### src/sv/lsua_pkg.sv
// ----------------------------------------------------------------------------
// Level-set upwind advection: shared package
// Field widths, request kinds and configuration register indexes.
// ----------------------------------------------------------------------------
`timescale 1ns / 1ps

package lsua_pkg;

  localparam int PHI_W      = 16;
  localparam int KIND_W     = 2;
  localparam int IDX_W      = 6;
  localparam int SIZE_CFG_W = 7;
  localparam int CFG_DATA_W = 16;
  localparam int CFG_IDX_W  = 2;

  // Request kinds.
  localparam logic [KIND_W-1:0] KIND_WRITE = 2'd0;
  localparam logic [KIND_W-1:0] KIND_RUN   = 2'd1;
  localparam logic [KIND_W-1:0] KIND_READ  = 2'd2;

  // Configuration register indexes.
  localparam logic [CFG_IDX_W-1:0] REG_GRID_WIDTH  = 2'd0;
  localparam logic [CFG_IDX_W-1:0] REG_GRID_HEIGHT = 2'd1;
  localparam logic [CFG_IDX_W-1:0] REG_COURANT_X   = 2'd2;
  localparam logic [CFG_IDX_W-1:0] REG_COURANT_Y   = 2'd3;

  localparam logic [SIZE_CFG_W-1:0] SIZE_RESET = 7'd64;

endpackage

### src/sv/lsua_upwind.sv
// ----------------------------------------------------------------------------
// Level-set upwind advection: upwind update unit
// Multiplies the Courant number by the upwind difference, registers the
// product, then shifts, adds or subtracts and saturates for the write-back.
// ----------------------------------------------------------------------------
`timescale 1ns / 1ps

module lsua_upwind #(
  parameter int AW = 12
) (
  input  logic                              clk,
  input  logic                              rst,
  input  logic                              in_valid,
  input  logic [AW-1:0]                     in_addr,
  input  logic signed [lsua_pkg::PHI_W-1:0] prev,
  input  logic signed [lsua_pkg::PHI_W-1:0] cur,
  input  logic signed [lsua_pkg::PHI_W-1:0] next,
  input  logic signed [lsua_pkg::PHI_W-1:0] courant,
  output logic                              out_valid,
  output logic [AW-1:0]                     out_addr,
  output logic [lsua_pkg::PHI_W-1:0]        out_phi
);

  localparam int PW = lsua_pkg::PHI_W;

  logic                    sel;
  logic signed [PW:0]      diff;
  logic signed [2*PW:0]    prod;

  logic                    valid_q;
  logic                    sel_q;
  logic [AW-1:0]           addr_q;
  logic signed [PW-1:0]    phi_q;
  logic signed [2*PW:0]    prod_q;

  logic signed [PW+1:0]    quot;
  logic signed [PW+2:0]    sum;

  // A negative Courant number looks downstream, otherwise upstream.
  always_comb begin
    sel  = courant[PW-1];
    diff = sel ? ({next[PW-1], next} - {cur[PW-1], cur})
               : ({prev[PW-1], prev} - {cur[PW-1], cur});
    prod = courant * diff;
  end

  always_ff @(posedge clk) begin
    if (rst) begin
      valid_q <= 1'b0;
    end else begin
      valid_q <= in_valid;
    end
  end

  always_ff @(posedge clk) begin
    sel_q  <= sel;
    addr_q <= in_addr;
    phi_q  <= cur;
    prod_q <= prod;
  end

  // Dropping the low fifteen bits of a two's complement value is a floor shift.
  always_comb begin
    quot = prod_q[2*PW:PW-1];
    if (sel_q) begin
      sum = {{3{phi_q[PW-1]}}, phi_q} - {quot[PW+1], quot};
    end else begin
      sum = {{3{phi_q[PW-1]}}, phi_q} + {quot[PW+1], quot};
    end
    if (sum > 19'sd32767) begin
      out_phi = 16'h7FFF;
    end else if (sum < -19'sd32768) begin
      out_phi = 16'h8000;
    end else begin
      out_phi = sum[PW-1:0];
    end
  end

  assign out_valid = valid_q;
  assign out_addr  = addr_q;

endmodule

### config.mk
export PLATFORM = sky130hd
export DESIGN_NAME = lsua_upwind
export DESIGN_NICKNAME = d
export VERILOG_FILES = /design/src/sv/lsua_pkg.sv /design/src/sv/lsua_upwind.sv
export SDC_FILE = /design/constraint.sdc
export NUM_CORES = 1
export LEC_CHECK = 0
export BUFFER_PORTS_ARGS = -buffer_cell sky130_fd_sc_hd__buf_2
export CAP_MARGIN = 20
export CORE_MARGIN = 10
export CORE_UTILIZATION = 64
export DETAILED_ROUTE_END_ITERATION = 10
export PLACE_DENSITY = 0.85
export SETUP_SLACK_MARGIN = 0.2
export SYNTH_ARGS = -nofsm -noshare
export SYNTH_HDL_FRONTEND = slang
export SYNTH_SLANG_ARGS = --single-unit
### constraint.sdc
create_clock -name clk -period 14.29 [get_ports clk]
set_input_delay 2.858 -clock clk [delete_from_list [all_inputs] [get_ports clk]]
set_output_delay 2.858 -clock clk [all_outputs]
set_load 0.05 [all_outputs]
## Yosys cells after proc, flatten, opt, wreduce, memory -nomap -nowiden

Cells that the tools add are included.

- Magnitude comparators: 2
- Multiplexer cells: 4
- $mul: 1
- $add $sub $neg: 4

Operators by type and width:

| cell | number |
|---|---|
| subtractor 16 x 16 -> 17 bit | 2 |
| multiplier 16 x 17 -> 33 bit | 1 |
| 2-to-1 mux 16 bit | 2 |
| adder 16 x 18 -> 19 bit | 1 |
| > comparator 19 x 16 -> 1 bit, second input constant | 1 |
| < comparator 19 x 16 -> 1 bit, second input constant | 1 |
| 2-to-1 mux 19 bit | 1 |
| subtractor 16 x 18 -> 19 bit | 1 |
| 2-to-1 mux 17 bit | 1 |

- Register bits after elaboration: 63
- Output and inout port bits: 29
- Input bits: 79
- Logic and storage cells: 16

## Longest topological paths before layout

Gate-level depths: netlist of the first run.

- Depth after elaboration: 5
- Depth in mapped cells: 35
- Gate-level depth less buffers: 33

## Worst setup path after synthesis of the first run

Ideal clock, no wire load.

- Kind: input -> register
- Start: input port courant[15] in the netlist's numbering
- End: register prod_q[27]
- Required time: 14.170 ns
- Path slack: 3.510 ns
- Arrival: 10.660 ns
- Path buffers: 2
- Stages: 32
- Library setup time: 0.120 ns
- Path through: clkbuf_1 -> mux2i_1 -> ha_1 -> inv_1 -> fa_1 -> a21oi_1 -> o21ai_0 -> o21ai_1 -> a211oi_1 -> or3_1 -> a211oi_1 -> mux2_2 -> buf_2 -> nand2_1 -> fa_1 -> inv_1 -> fa_1 -> fa_1 -> fa_1 -> fa_1 -> inv_1 -> fa_1 -> inv_1 -> ha_1 -> a21o_1 -> a21o_1 -> a21oi_1 -> o211ai_1 -> a311oi_2 -> inv_1 -> a31o_2 -> xor2_1

- Cells in the longest elaborated chain, start to end: 2

Ends and longest elaborated chain:

| what | RTL line | source |
|---|---|---|
| start: declaration | lsua_upwind.sv:18 | `input logic signed [lsua_pkg::PHI_W-1:0] courant,` |
| 2-to-1 mux 17 bit | lsua_upwind.sv:42 | `diff = sel ? ({next[PW-1], next} - {cur[PW-1], cur})` |
| multiplier 16 x 17 -> 33 bit (*) | lsua_upwind.sv:44 | `prod = courant * diff;` |
| via prod[27] | lsua_upwind.sv:28 | `logic signed [2*PW:0] prod;` |
| end signal: assignment | lsua_upwind.sv:59 | `prod_q <= prod;` |
| end: declaration | lsua_upwind.sv:34 | `logic signed [2*PW:0] prod_q;` |

The timed path passes the listed nets; every way through them passes the cells marked *.
A chain may end at the register's enable or synchronous reset.

## Worst setup path after layout of the first run

Same ends and word-level chain as after synthesis.

==> results of run 1 <==
-- layout by cell type (no fill, tap or decap), drive strengths merged, types with 36 or more instances in the layout --
| cell type | count |
|---|---|
| a21oi | 50 |
| and2 | 110 |
| buf | 117 |
| dfxtp | 48 |
| fa | 277 |
| ha | 117 |
| inv | 366 |
| nand2 | 148 |
| nor2 | 36 |
| xnor2 | 51 |
-- cell type report --
type	instances	area, sq um	area share (%)
clock buffers	6	139	0.964
clock inverters	1	8.76	0.0608
inverters	366	1370	9.54
multi-input cells	1023	11000	76.1
flip-flops and latches	48	961	6.67
well taps	270	338	2.34
repair buffers	117	622	4.32
-- kinds of logic (layout without fill, tap and decap cells) --
logic type	Yosys count	after routing	synth area share, %
simple gates	386	386	14.8
mux	19	19	1.58
fa+ha+maj	394	394	52.2
buf+inv	413	490	11.6
xor+xnor	68	68	4.63
flops	48	48	7.15
compound gates	156	156	8.02
-- critical path, delay by kind of cell --
family | cells | cell delay, ps
AOI/OAI and AO/OA | 11 | 2540
muxes | 2 | 710
xor gates and xnor gates | 1 | 130
buffers and inverters | 6 | 880
adders and majority gates | 9 | 4100
and+or+nand+nor | 2 | 600
-- worst min-delay path by stage --
stage                     start                   end  slack (ps)  depth (start not counted)
floorplan            in_addr[0]   out_addr[0]$_DFF_P_        2890                          0
global placement    in_addr[11]  out_addr[11]$_DFF_P_        2960                          1
detailed placement   in_addr[5]   out_addr[5]$_DFF_P_        2960                          1
CTS                  in_addr[4]   out_addr[4]$_DFF_P_        2660                          1
global route        in_addr[11]  out_addr[11]$_DFF_P_        2660                          1
finish               in_addr[4]   out_addr[4]$_DFF_P_        2660                          1
-- registers in the layout (all words and copies together), names as in the netlist --
signal / cells
out_addr: 12
sel_q: 1
phi_q: 16
out_valid: 1
prod_q: 18
-- layer usage --
metal / track usage (%) / up-vias / part of all wire [%]
li1: - / 4649 / -
met3: 4.11 / 97 / 7.5
met2: 44.4 / 447 / 51
met1: 30.4 / 5107 / 38
met5: 0 / - / 0
met4: 9.02 / 0 / 3.4
-- metrics by stage --
step                      setup slack, ps  area, sq um  std cells
final                                2660        14400       1831
after global routing                 2080        14400       1831
after CTS                            2680        14400       1829
after detailed placement             2410        14200       1822
after global placement               2670        14200       1822
after floorplan                      3510        13400       1484
==> summary.md, run 1 <==
| Metric | Value |
|---|---|
| Vias in the first global route | 11,497 |
| EDFF count, synth | 0 |
| Initial Utilization | 65.8% |
| CP max FO | 24 |
| Crit end category | flip-flop |
| Synth Area per Inst | ~9.1 sq um |
| Post-synth top cells | inv_1 (366), fa_1 (277), nand2_1 (148), ha_1 (117), and2_1 (110) |
| Seq/Total Area, Yosys | 7.15% |
| Post-DRT Antenna Nets | 0 |
| WS Path Type | in2reg |
| DRC errors left | 0 |
| Chip Width | between 150 and 200 microns |
| CTS Root Cell | clkbuf_16 |
| Synth cell types | 65 |
| Status | completed |
| Row cnt | 52 |
| Num ports | around 110 |
| Antenna violations before repair | 0 |
| GRT Overall Usage | 25.1% |
| DR vias/cell | 5.63 |
| Final Util | 70.5% |
| PortBufs | 107 |
| Core Area | about 20,000 sq um |
| Antenna diodes | 0 |
| Syn nets | approximately 2,000 |
| DIE AREA | between 20,000 and 30,000 sq um |
| Inserted Clock Buffers | 5 |
| Fin Setup TNS | 0 ps |
| Fin nets | 2,034 |
| Initial drt markers | 644 |
| H-tree depth | 2 |
| Yosys reg bits | 48 |
| Worst path max stage delay | 690 ps |
| RSZ-0062 raised after global routing | false |
| Final setup fails | 0 |
| Number of detailed-route iterations in the first pass | 5 |
| Fraction of layout cells with a size suffix above 1 | 11.2% |
| Final HPWL DP | 26,700 microns |
| Period utilisation layout | between 80% and 90% |
| Hold-fix buffers, CTS | 0 |
| Maxcap violations | 0 |
| Largest area contributor in the netlist | fa_1 |
| TritonCTS clock tree | built |
| Hold WC Path Type | in2reg |
| Area contributors post-synth | fa_1 (41%), ha_1 (11%), inv_1 (10%) |
| CTS sink cnt | between 40 and 50 |
| Final Critical Period | 11,630 ps |
| Final GP Congestion | 0.902 |
| Cell Area, Synth | 13,400 sq um |
| Fmax | about 86 MHz |
| Warnings, synthesis | 0 |
| Area delta synth->final | 7.23% |
| Routed wire length | 32,900 microns |
| Main synth FF type | dfxtp_1 |
| Slowest CP cell | fa_1 |
| Pin count of the biggest net entering global routing | 25 |
| Die Height | 165 microns |
| Global-route wire length before repair | 55,300 microns |
| Critical Path End | prod_q[27]$_DFF_P_ |
| Wire per inst | 18.0 microns |
| Startpoint Class | primary input |
| Buffer depth of the longest clock path | 2 |
| Final hold vios | 0 |
| Post-CTS Setup Bufs | 0 |
| Critical path origin | courant[15] |
| Total gr overflow | 0 |
| Async SR Flop Fraction | 0% |
| Post-synth top area share | 41.3% |
| Crit path DAT | 11,810 ps |
| Worst EP required | 14,470 ps |
| Slew Viols, Final | 0 |
| Fin Hold WS | 2660 ps |
| Fillers | 1,545 |
| Syn Inst Count | 1,484 |
| Least-Margin Pin Slew | 1090 ps |
| Most used cell, CP | fa_1 |
| Worst-path clk slew | 70 ps |
| Vias | approximately 10,000 |
| Max_slew headroom | 26.8% |
| PostCTS Resize Cnt | 0 |
| Most numerous cell in the Yosys netlist | inv_1 |
Power of run 1 is left out: the tool's default activity adds up to more than one toggle a clock period on the data nets, which glitch-free logic cannot reach.
==> run 2: changes to the inputs <==
--- a/config.mk
+++ b/config.mk
@@ -5,6 +5,7 @@
 export SDC_FILE = /design/constraint.sdc
 export NUM_CORES = 1
 export LEC_CHECK = 0
+export ABC_AREA = 1
 export BUFFER_PORTS_ARGS = -buffer_cell sky130_fd_sc_hd__buf_2
 export CAP_MARGIN = 20
 export CORE_MARGIN = 10
==> constraint.sdc (replaced) <==
create_clock -name clk -period 11.55 [get_ports clk]
set_input_delay 2.31 -clock clk [delete_from_list [all_inputs] [get_ports clk]]
set_output_delay 2.31 -clock clk [all_outputs]
set_load 0.05 [all_outputs]
==> summary.md, run 2 <==
| Metric | Value |
|---|---|
| Status | completed |
| CTS Root Cell | clkbuf_16 |
| Buffer depth of the longest clock path | 2 |
| Hold-fix buffers, CTS | 0 |
| Top reg by flops | prod_q |
| Fin nets | 2,517 |
| Post-CTS Setup Bufs | 0 |
| Routed wire length | 40,900 microns |
| Fraction of layout cells with a size suffix above 1 | 7.33% |
| Max FFs per register | 18 |
| Slew Viols, Final | 0 |
| Final HPWL DP | 36,000 microns |
| Worst path max stage delay | 670 ps |
| RSZ-0062 raised after global routing | false |
| Final setup fails | 0 |
| Most used cell, CP | nand2_1 |
| Synth Area per Inst | 7.35 sq um |
| Simple-gate share of the synthesized area | between 20% and 30% |
| Antenna diodes | 0 |
| Area share of fa/ha/maj cells after synthesis | just under 50% |
| PortBufs | 107 |
| Inserted Clock Buffers | 5 |
| Largest area contributor in the netlist | fa_1 |
| Worst EP required | 11,740 ps |
| Final GP Congestion | roughly 1.0 |
| PostCTS Resize Cnt | 0 |
| Area delta synth->final | 6.56% |
| Worst-path clk slew | 70 ps |
| Post-synth top area share | 38.5% |
| Sequential Area | 961 sq um |
| Number of detailed-route iterations in the first pass | 6 |
| Synth Area in Compound Gates | 5.21% |
| Global-route wire length before repair | 67,800 microns |
| Async SR Flop Fraction | 0% |
| Least-Margin Pin Slew | 1150 ps |
| Final hold vios | 0 |
| Wire per inst | 17.6 microns |
| Initial drt markers | about 1,300 |
| Area contributors post-synth | fa_1 (39%), inv_1 (13%), nand2_1 (12%) |
| Post-DRT Antenna Nets | 0 |
| Final Critical Period | between 10,000 and 15,000 ps |
| Yosys reg bits | 48 |
| Hold WC Path Type | in2reg |
| DIE AREA | 28,900 sq um |
| Most numerous cell in the Yosys netlist | inv_1 |
| Slowest CP cell | fa_1 |
| Row cnt | between 50 and 60 |
| Crit path DAT | 10,390 ps |
| Fmax | 98.0 MHz |
| H-tree depth | 2 |
| TritonCTS clock tree | built |
| WS Path Type | in2reg |
| Cell Area, Synth | between 10,000 and 15,000 sq um |
| Chip Width | 170 microns |
| Vias in the first global route | approximately 13,000 |
| Period utilisation layout | about nine tenths |
| Core Area | 22,000 sq um |
| Post-synthesis xor/xnor area fraction | 2.98% |
| Maxcap violations | 0 |
| Pin count of the biggest net entering global routing | 18 |
| Synth cell types | 38 |
| GRT Overall Usage | 29.7% |
| Crit end category | flip-flop |
| CTS sink cnt | 48 |
| Mux contribution to synthesized area | 0.0695% |
| Most common cell after layout, fill and taps aside | inv_1 |
| Post-synth top cells | inv_1 (510), nand2_1 (457), fa_1 (277), nor2_1 (211), ha_1 (117) |
| Hold-critical path depth | 1 |
| DR vias/cell | 5.44 |
| Syn nets | roughly 2,400 |
| Max_slew headroom | 23.2% |
| Seq/Total Area, Yosys | 6.67% |
| DRC errors left | 0 |
| Area of the multi-input gates | approximately 11,000 sq um |
| Total gr overflow | 0 |
| Warnings, synthesis | 0 |
| Fillers | between 1,500 and 2,000 |
| Antenna violations before repair | 0 |
| CP max FO | 16 |
| Fin Setup TNS | 0 ps |
| Die Height | between 150 and 200 microns |
| Initial Utilization | 65.6% |
| Vias | 12,659 |
| Startpoint Class | primary input |
| Syn Inst Count | 1,960 |
| EDFF count, synth | 0 |
| Most frequent cells in the layout | inv_1 (510), nand2_1 (457), fa_1 (277), nor2_1 (211), ha_1 (117) |
| Main synth FF type | dfxtp_1 |
| Num ports | 108 |
| Largest family of logic cells by synthesized area | adder cells |
==> run 2: worst paths after layout <==
| check | startpoint | to |
|---|---|---|
| worst min-delay path | in_addr[1] | out_addr[1]$_DFF_P_ |
| worst max-delay path | courant[15] | prod_q[32]$_DFF_P_ |
==> run 2: layer usage <==
layer	track usage, %	wire [microns]
met4	10.1	1400
met2	47.2	18500
met3	7.43	4330
met5	0	0
met1	38.9	16700
==> run 2: final cells by class <==
| cell class | instances | area share (%) |
|---|---|---|
| repair buffers | 111 | 3.69 |
| flip-flops and latches | 48 | 6.26 |
| well taps | 280 | 2.28 |
| multi-input cells | 1361 | 74.0 |
| clock buffers | 6 | 0.905 |
| inverters | 517 | 12.6 |
| clock inverters | 2 | 0.253 |
==> run 2: worst max-delay path: cells and delay by family <==
| kind | cells | cell delay [ps] |
|---|---|---|
| adders and majority gates | 9 | 4410 |
| buffers and inverters | 10 | 1490 |
| and+or+nand+nor | 14 | 1710 |
| muxes | 1 | 220 |
| AOI/OAI and AO/OA | 2 | 230 |
==> run 2: metrics by stage <==
| step | hold WS, ps | cells | setup WS (ps) | instance area, sq um | utilization, % |
|---|---|---|---|---|---|
| 2_1_floorplan | 2340 | 1960 | 2360 | 14400 | - |
| 3_3_place_gp | 2410 | 2317 | 1270 | 15200 | 69.1 |
| 3_5_place_dp | 2410 | 2317 | 1110 | 15200 | 69.1 |
| 4_1_cts | 2110 | 2325 | 1390 | 15300 | 69.9 |
| 5_1_grt | 2100 | 2325 | 797 | 15300 | 69.9 |
| 6_report | 2120 | 2325 | 1350 | 15300 | 69.9 |
==> run 2: logic make-up (layout without fill, tap and decap cells) <==
family | count (synthesis) | after routing
adder cells (fa/ha/maj) | 394 | 394
AO/OA/AOI/OAI | 133 | 133
flip-flops | 48 | 48
multiplexers | 1 | 1
buffers and inverters | 551 | 636
AND/OR/NAND/NOR | 784 | 784
XOR/XNOR | 49 | 49
Power of run 2 is left out for the same reason.
